File: config.mk
export PLATFORM = sky130hd
export DESIGN_NAME = switch_input_edge_action
export DESIGN_NICKNAME = d
export VERILOG_FILES = /design/src/sie_pkg.sv /design/src/sie_cfg_regs.sv /design/src/sie_action.sv /design/src/switch_input_edge_action.sv
export SDC_FILE = /design/constraint.sdc
export NUM_CORES = 1
export LEC_CHECK = 0
export BUFFER_PORTS_ARGS = -buffer_cell sky130_fd_sc_hd__buf_2
export CORE_MARGIN = 1
export CORE_UTILIZATION = 40
export CTS_CLUSTER_DIAMETER = 150
export DETAILED_ROUTE_END_ITERATION = 12
export PLACE_DENSITY_LB_ADDON = 0.12
export SLEW_MARGIN = 40
export SYNTH_ARGS = -nofsm -noshare
export SYNTH_HDL_FRONTEND = slang
export SYNTH_SLANG_ARGS = --single-unit
export TNS_END_PERCENT = 20
File: constraint.sdc
create_clock -name clk -period 3.6 [get_ports clk]
set_clock_uncertainty 0.1 [all_clocks]
set_input_delay 0.72 -clock clk [delete_from_list [all_inputs] [get_ports clk]]
set_output_delay 0.72 -clock clk [all_outputs]
set_load 0.05 [all_outputs]
File: src/sie_pkg.sv
// shared types and constants for the switch input edge action block
// no dependencies
`default_nettype none

package sie_pkg;

  localparam int unsigned ActionW   = 9;
  localparam int unsigned UsageW    = 16;
  localparam int unsigned DelayW    = 26;
  localparam int unsigned ChanW     = 5;
  localparam int unsigned ObjNumW   = 8;
  localparam int unsigned ObjValW   = 16;
  localparam int unsigned CfgIndexW = 3;
  localparam int unsigned CfgDataW  = 26;

  // edge action codes
  localparam logic [ActionW-1:0] ACT_ON_RISE   = 9'h000;
  localparam logic [ActionW-1:0] ACT_TOG_RISE  = 9'h001;
  localparam logic [ActionW-1:0] ACT_ON_FALL   = 9'h002;
  localparam logic [ActionW-1:0] ACT_TOG_FALL  = 9'h003;
  localparam logic [ActionW-1:0] ACT_STATE     = 9'h005;
  localparam logic [ActionW-1:0] ACT_ON_DELAY  = 9'h008;
  localparam logic [ActionW-1:0] ACT_OFF_DELAY = 9'h009;
  localparam logic [ActionW-1:0] ACT_GROUP_ON  = 9'h00C;
  localparam logic [ActionW-1:0] ACT_GROUP_OFF = 9'h00D;
  localparam logic [ActionW-1:0] ACT_VAL_RISE  = 9'h100;
  localparam logic [ActionW-1:0] ACT_VAL_FALL  = 9'h102;
  localparam logic [ActionW-1:0] ACT_VAL_ANY   = 9'h104;

  // request kinds
  localparam logic OP_LEVEL = 1'b0;
  localparam logic OP_TICK  = 1'b1;

  typedef enum logic [CfgIndexW-1:0] {
    REG_ACTION_CODE   = 3'd0,
    REG_RISING_USAGE  = 3'd1,
    REG_FALLING_USAGE = 3'd2,
    REG_DELAY_MS      = 3'd3,
    REG_CHANNEL_INDEX = 3'd4
  } reg_index_t;

  typedef struct packed {
    logic [ActionW-1:0] action_code;
    logic [UsageW-1:0]  rising_usage;
    logic [UsageW-1:0]  falling_usage;
    logic [DelayW-1:0]  delay_ms;
    logic [ChanW-1:0]   channel_index;
  } cfg_t;

  typedef struct packed {
    logic [ObjValW-1:0] own_value;
    logic               tmr_running;
    logic [DelayW-1:0]  tmr_remaining;
  } chan_state_t;

  typedef struct packed {
    logic               emit;
    logic [ObjNumW-1:0] object_number;
    logic [ObjValW-1:0] object_value;
  } result_t;

endpackage

`default_nettype wire

File: src/sie_cfg_regs.sv
// configuration register file of the switch input edge action block
// depends on sie_pkg
`default_nettype none

module sie_cfg_regs
  import sie_pkg::*;
(
  input  wire logic                 clk,
  input  wire logic                 rst_n,
  input  wire logic                 cfg_wr_en,
  input  wire logic [CfgIndexW-1:0] cfg_index,
  input  wire logic [CfgDataW-1:0]  cfg_wdata,
  output cfg_t                      cfg
);

  cfg_t cfg_r;

  always_ff @(posedge clk) begin
    if (!rst_n) begin
      cfg_r <= '0;
    end else if (cfg_wr_en) begin
      case (reg_index_t'(cfg_index))
        REG_ACTION_CODE:   cfg_r.action_code   <= cfg_wdata[ActionW-1:0];
        REG_RISING_USAGE:  cfg_r.rising_usage  <= cfg_wdata[UsageW-1:0];
        REG_FALLING_USAGE: cfg_r.falling_usage <= cfg_wdata[UsageW-1:0];
        REG_DELAY_MS:      cfg_r.delay_ms      <= cfg_wdata[DelayW-1:0];
        REG_CHANNEL_INDEX: cfg_r.channel_index <= cfg_wdata[ChanW-1:0];
        default: ;
      endcase
    end
  end

  assign cfg = cfg_r;

endmodule

`default_nettype wire

File: src/sie_action.sv
// action decode: result and next channel state for one request
// depends on sie_pkg
`default_nettype none

module sie_action
  import sie_pkg::*;
(
  input  cfg_t        cfg,
  input  wire logic   op,
  input  wire logic   level,
  input  wire logic   long_press,
  input  chan_state_t cur,
  output result_t     res,
  output chan_state_t nxt
);

  logic [ObjNumW-1:0] own_obj;
  logic [ObjNumW-1:0] grp_obj;
  logic               emit;
  logic [ObjNumW-1:0] obj;
  logic [ObjValW-1:0] val;
  logic               start;

  assign own_obj = ObjNumW'({3'b000, cfg.channel_index} * 8'd5);
  assign grp_obj = ObjNumW'({4'b0000, cfg.channel_index[ChanW-1:1]} * 8'd10);

  always_comb begin
    emit  = 1'b0;
    obj   = own_obj;
    val   = '0;
    start = 1'b0;
    nxt   = cur;

    if (op == OP_TICK) begin
      if (cur.tmr_running) begin
        if (cur.tmr_remaining > DelayW'(1)) begin
          nxt.tmr_remaining = cur.tmr_remaining - DelayW'(1);
        end else begin
          nxt.tmr_running   = 1'b0;
          nxt.tmr_remaining = '0;
          case (cfg.action_code)
            ACT_ON_DELAY:  begin emit = 1'b1; val = ObjValW'(1); end
            ACT_OFF_DELAY: begin emit = 1'b1; end
            ACT_STATE: begin
              // cyclic repeat of the own object
              emit  = 1'b1;
              val   = cur.own_value;
              start = 1'b1;
            end
            default: ;
          endcase
        end
      end
    end else if (!long_press) begin
      if (level) begin
        case (cfg.action_code)
          ACT_ON_RISE: begin
            emit = 1'b1;
            val  = ObjValW'(cfg.rising_usage != '0);
          end
          ACT_TOG_RISE: begin
            emit = 1'b1;
            val  = ObjValW'(cur.own_value == '0);
          end
          ACT_GROUP_ON:  begin emit = 1'b1; obj = grp_obj; val = ObjValW'(1); end
          ACT_GROUP_OFF: begin emit = 1'b1; obj = grp_obj; end
          ACT_STATE: begin
            emit  = 1'b1;
            val   = cfg.rising_usage;
            start = (cfg.delay_ms != '0);
          end
          ACT_ON_DELAY:  start = 1'b1;
          ACT_OFF_DELAY: begin emit = 1'b1; val = ObjValW'(1); end
          ACT_VAL_RISE, ACT_VAL_ANY: begin
            emit = 1'b1;
            val  = {8'h00, cfg.rising_usage[7:0]};
          end
          default: ;
        endcase
      end else begin
        case (cfg.action_code)
          ACT_ON_FALL: begin
            emit = 1'b1;
            val  = ObjValW'(cfg.falling_usage != '0);
          end
          ACT_TOG_FALL: begin
            emit = 1'b1;
            val  = ObjValW'(cur.own_value == '0);
          end
          ACT_STATE: begin
            emit  = 1'b1;
            val   = cfg.falling_usage;
            start = (cfg.delay_ms != '0);
          end
          ACT_ON_DELAY:  emit = 1'b1;
          ACT_OFF_DELAY: start = 1'b1;
          ACT_VAL_FALL, ACT_VAL_ANY: begin
            emit = 1'b1;
            val  = {8'h00, cfg.falling_usage[7:0]};
          end
          default: ;
        endcase
      end
    end

    if (start) begin
      nxt.tmr_running   = 1'b1;
      nxt.tmr_remaining = cfg.delay_ms;
    end
    // group write on an even channel lands on the own object too
    if (emit && (obj == own_obj)) begin
      nxt.own_value = val;
    end

    res.emit          = emit;
    res.object_number = obj;
    res.object_value  = val;
  end

endmodule

`default_nettype wire

File: src/switch_input_edge_action.sv
// top level of the switch input edge action block: request register, action
// decode and result register; depends on sie_pkg, sie_cfg_regs, sie_action
`default_nettype none

// One binary input channel of a switch actuator. A request is either an
// input level change (op 0, with level and long-press flag) or a one
// millisecond tick (op 1). Each request gives at most one object write on
// the out_ channel. A request is registered, decoded and its result
// registered, so one request is taken every clock while the output is
// not stalled. Requests that write nothing produce no result.
// Configuration is written through cfg_wr_en/cfg_index/cfg_wdata; the user
// must do so only while the block is idle, which the block does not enforce.
module switch_input_edge_action
  import sie_pkg::*;
(
  input  wire logic                 clk,
  input  wire logic                 rst_n,
  input  wire logic                 cfg_wr_en,
  input  wire logic [CfgIndexW-1:0] cfg_index,
  input  wire logic [CfgDataW-1:0]  cfg_wdata,
  input  wire logic                 in_valid,
  output logic                      in_stall,
  input  wire logic                 in_op,
  input  wire logic                 in_level,
  input  wire logic                 in_long_press,
  output logic                      out_valid,
  input  wire logic                 out_stall,
  output logic [ObjNumW-1:0]        out_object_number,
  output logic [ObjValW-1:0]        out_object_value
);

  cfg_t        cfg;
  chan_state_t state_r;
  chan_state_t state_nxt;
  result_t     res;

  logic               req_valid_r;
  logic               req_op_r;
  logic               req_level_r;
  logic               req_long_press_r;
  logic               out_valid_r;
  logic [ObjNumW-1:0] out_obj_r;
  logic [ObjValW-1:0] out_val_r;
  logic               advance;
  logic               in_take;

  sie_cfg_regs u_cfg (
    .clk       (clk),
    .rst_n     (rst_n),
    .cfg_wr_en (cfg_wr_en),
    .cfg_index (cfg_index),
    .cfg_wdata (cfg_wdata),
    .cfg       (cfg)
  );

  sie_action u_action (
    .cfg        (cfg),
    .op         (req_op_r),
    .level      (req_level_r),
    .long_press (req_long_press_r),
    .cur        (state_r),
    .res        (res),
    .nxt        (state_nxt)
  );

  // result register is free or being emptied this cycle
  assign advance  = !(out_valid_r && out_stall);
  assign in_stall = req_valid_r && !advance;
  assign in_take  = in_valid && !in_stall;

  always_ff @(posedge clk) begin
    if (!rst_n) begin
      req_valid_r <= 1'b0;
      out_valid_r <= 1'b0;
      state_r     <= '0;
    end else begin
      if (in_take) begin
        req_valid_r <= 1'b1;
      end else if (advance) begin
        req_valid_r <= 1'b0;
      end
      if (advance) begin
        out_valid_r <= req_valid_r && res.emit;
      end
      if (advance && req_valid_r) begin
        state_r <= state_nxt;
      end
    end
  end

  always_ff @(posedge clk) begin
    if (in_take) begin
      req_op_r         <= in_op;
      req_level_r      <= in_level;
      req_long_press_r <= in_long_press;
    end
    if (advance && req_valid_r && res.emit) begin
      out_obj_r <= res.object_number;
      out_val_r <= res.object_value;
    end
  end

  assign out_valid         = out_valid_r;
  assign out_object_number = out_obj_r;
  assign out_object_value  = out_val_r;

endmodule

`default_nettype wire

Yosys cells after proc, flatten, opt, wreduce, memory -nomap -nowiden:

Index checks and enable logic that the tools add are counted.

* add/subtract/negate cells: 1
* multiply operators: 2
* magnitude comparators: 1
* equal/unequal tests: 17
* muxes and demuxes: 35
* reductions and logical operators: 32

Operators by type and width (number)
* $mux 27: 3
* $mux 16: 5
* $pmux 16 s5: 1
* $pmux 16 s4: 1
* $eq 9x4->1 const B: 4
* $mux 8: 4
* $pmux 16 s2: 1
* $reduce_bool 16->1: 2
* $eq 9x9->1 const B: 3
* $gt 26x1->1 const B: 1
* $mux 26: 1
* $reduce_bool 26->1: 1
* $sub 26x1->26 const B: 1
* $eq 9x2->1 const B: 2
* $mux 1: 17
* $logic_not 16->1: 1
* $reduce_and 2->1: 7
* $eq 9x1->1 const B: 1
* $eq 9x3->1 const B: 1
* $logic_not 9->1: 1
* $eq 8x8->1: 1
* $mul 5x3->8 const B: 1
* $reduce_or 2->1: 4
* $reduce_or 8->1: 1
* other kinds (13): 23

* register bits: 144
* bits of input ports: 37

Depth between registers and ports, before layout:

* word-level depth: 9
* depth in mapped cells: 10
* mapped depth without buffers: 9

Hierarchy:

Synthesis repeated with hierarchy kept, for this count alone.

* cells, all modules: 810
* area, all modules: 7738.7 um^2

Modules (own cells, without submodules)
* sie_cfg_regs: times used 1, cells each 267, area each 2690.1 um^2
* switch_input_edge_action: times used 1, cells each 224, area each 2662.6 um^2
* sie_action: times used 1, cells each 319, area each 2386.0 um^2

Worst setup path after synthesis:

OpenSTA, ideal clock, no wires.

* kind: reg-to-reg
* start: register u_cfg.cfg_r, in the netlist u_cfg.cfg[2]
* end: register state_r[35] in the netlist's numbering
* arrival: 3067 ps
* data required time: 3366 ps
* setup slack: 299 ps
* stages on the path, launching flop included: 10
* buffers on the path: 0
* period minus slack after synthesis: 3301 ps
* cells stage by stage: dfxtp_1 ha_1 ha_1 fa_1 xor2_1 or2_2 a2111oi_0 o21ai_1 nor3b_2 o22ai_1

* word-level cells in the longest chain between the ends: 8

Ends and longest elaborated chain
* from (decl): line sie_cfg_regs.sv:16 `cfg_t cfg_r;`
* $mul 5x3->8 / $mul 4x3->7 (equally long branches): line sie_action.sv:24, sie_action.sv:25
* $mux 8: line sie_action.sv:56 `case (cfg.action_code)`
* $mux 8: line sie_action.sv:55 `if (level) begin`
* $mux 8: line sie_action.sv:54 `end else if (!long_press) begin`
* $mux 8: line sie_action.sv:34 `if (op == OP_TICK) begin`
* $eq 8x8->1 *: line sie_action.sv:111 `if (emit && (obj == own_obj)) begin`
* $logic_and 1x1->1 *: line sie_action.sv:111
* $reduce_and 2->1 (no source line) *
* to (signal assigned): line switch_input_edge_action.sv:86 `state_r <= state_nxt;`
* to (decl): line switch_input_edge_action.sv:33 `chan_state_t state_r;`

Mark *: on every way between the ends. The rest lies on a longest branch, timed or not.
A chain may end at the register's enable or synchronous reset.

Worst setup path after layout:

* start: register u_cfg.cfg_r, in the netlist u_cfg.cfg[2]
* end: register state_r[32] in the netlist's numbering

The elaborated chain is that of the path after synthesis.

==> flow_summary.toml <==
[logic_synthesis]
synth_top_cell_area_share_pct = 32.1
synthSimpleGateAreaFrac_pct = 24.7
yosys_warnings = 0
synthArstFlopShare_pct = 0
synthTopCellsByArea = "dfxtp_1, edfxtp_1, nand2_1"
synth.yosys.seq_area_share_pct = 43.2
ys_top_cells_by_count = "nand2_1, dfxtp_1, a21oi_1"
synth_cells = 874
synth_top_family_by_area = "simple AND/OR/NAND/NOR gates"
synth_fa_ha_area_share_pct = 1.92
synthesis.area_mm2 = 0.00730
syn_avg_cell_area_um2 = 8.35
yosysMostFrequentCell = "nand2_1"
synth_area_leader_cell = "dfxtp_1"
muxShareOfSynthArea_pct = 3.08
synth_edf_count = 27
ys_ff_latch = 144
ys_types = 76
synth_compound_area_share_pct = 20.9
synth_nets = 921
synth_xor_area_share_pct = 1.92
ys.flop_type = "dfxtp_1"

[global_route]
grt_pass1_wl_um = 33600
grt_pass1_vias = 5951
grt_overflow = 0
grt_max_degree = 58
track_usage_pct = 23.7
antenna_found_initial = 0

[die]
coreArea_mm2 = 0.0179
io_pins = 63
initial_core_util_pct = 40.8
dieArea_mm2 = 0.0188
die_w_um = 137
die_y_um = 137
num_rows = 49

[setup_path]
worstPathRequired_ns = 3.84
crit_top_cell = "ha_1"
criticalPathCategory = "register to register"
cpPeakStageDelay_ns = 0.51
cp.arrival_ns = 3.60
end_kind = "register"
worst-path-buf-inv = 1
cp_top_family = "adder cells"
cp_slowest_cell = "fa_1"
crit_fanout = 7
start_kind = "register"
cp_cell_sequence = "ha_1 > ha_1 > fa_1 > xor2_1 > or2_2 > a2111oi_2 > o21a_1 > buf_4 > nand3_1 > a21oi_1"

[place]
dp_hpwl_um = 15300
io_buffers = 62
finalWeightedCongestion = 0.842

[cts]
clk_latency_ns = 0.43
postCtsSetupRepairBufs = 0
cts.sinks = 144
cts_resized = 0
cts_tree = "yes"
root_buffer = "clkbuf_16"
cts_max_level = 4
clock_path_buffers = 2
hold_buffers = 0
numCtsBuffers = 17
path_clk_slew_ns = 0.06

[sta]
fin_setup_tns_ns = 0
tightest_slew_ns = 0.746
fin_crit_ns = 3.36
rsz0062_at_grt = "no"
setup_viol = 0
maxSlewViolCount = 0
max_clock_freq_mhz = 298
period_share_pct = 93.2
final_hold_viol_count = 0
relSlewSlack_pct = 49.8
fin_hold_ws_ns = 0.365

[layout]
drive_above_1_share_pct = 15.7
syn_to_final_growth_pct = 16.3
antenna_cells = 0
nets = 970

[route]
drc = 0
drt_pass1_iterations = 5
post_drt_wl_per_cell_um = 18.3
drt-vias-per-instance = 5.75
drtIter0Drc = 569
routed_wl_um = 21300
num_vias = 6704
ant_nets = 0

[power_and_ir_drop]
power_density_mw_per_mm2 = 449
leakage_nw = 3.08
ir_worst_vdd_mv = 0.337

[run]
cap_violations = 0

[worst_hold_path]
hold_class = "input port to register"

[run_status]
status = "completed"
## power by group
group          leakage [nW]  switching, mW  internal, mW
Sequential             1.18         0.0243          1.66
Clock                 0.314          0.717          1.17
Combinational          1.59          0.156        0.0806
Total                  3.08          0.897          2.92
## cell usage in the layout (no fill, tap or decap), drive strengths merged, types with 5 or more instances in the layout
cell    count
buf        86
inv        20
and3        6
o21ai      22
xor2        8
dfxtp     117
nor4       27
or4         8
clkbuf     21
ha          8
o311ai      8
a21oi     105
nor3b       7
nand2     176
a221oi      8
a31oi      14
nand3      29
nor2       45
nand4      17
o22ai      15
or2         7
o211ai      7
nor3       20
xnor2       8
and2        6
a21o       11
or3        11
nand3b      5
mux2i      18
edfxtp     27
## final timing paths
path                      start       endpoint  slack, ns  cells past startpoint
setup reg to reg   u_cfg.cfg[2]    state_r[32]       0.24                     10
hold reg to reg   u_cfg.cfg[70]  u_cfg.cfg[70]       0.37                      2
setup / recovery   u_cfg.cfg[2]    state_r[32]       0.24                     10
hold / removal         in_level    req_level_r       0.37                      1
## per-stage QoR
stage | power (mW) | instances | util [%] | setup slack (ns) | cell area, µm²
2_1_floorplan | 1.87 | 874 | - | 0.299 | 7300
3_3_place_gp | 1.95 | 1133 | 43.8 | 0.139 | 7840
3_5_place_dp | 1.95 | 1133 | 43.9 | 0.0672 | 7850
4_1_cts | 3.84 | 1165 | 47.4 | 0.0526 | 8480
5_1_grt | 3.93 | 1165 | 47.4 | 0.0430 | 8490
6_report | 3.81 | 1165 | 47.4 | 0.243 | 8490
## routing by layer
| metal | global-route usage, % | wire length (µm) | vias to the layer above | share of wire [%] |
|---|---|---|---|---|
| li1 | - | - | 3316 | - |
| met1 | 34.9 | 10600 | 3180 | 50 |
| met2 | 33.8 | 8950 | 190 | 42 |
| met3 | 5.85 | 1500 | 18 | 7.1 |
| met4 | 6.47 | 295 | 0 | 1.4 |
| met5 | 0 | 0 | - | 0 |
## logic make-up after synthesis
kind of cell    count (synthesis)
xor+xnor                       16
buf+inv                        72
compound gates                233
fa+ha+maj                      10
mux                            22
simple gates                  377
flops                         144
## state kept, by name, summed over array words and instances (netlist names)
name,cells
out_valid,1
out_object_value,16
req_op_r,1
req_long_press_r,1
req_level_r,1
req_valid_r,1
state_r,43
out_object_number,8
u_cfg.cfg,72
## cell type report
cell class | instances | area [µm²]
Inverter | 16 | 60.1
Tap cell | 229 | 287
Timing Repair Buffer | 86 | 503
Clock inverter | 11 | 148
Fill cell | 1802 | 9410
Clock buffer | 21 | 482
Multi-Input combinational cell | 658 | 3860
Sequential cell | 144 | 3150
No activity file was read; power rests on OpenSTA's default activity.
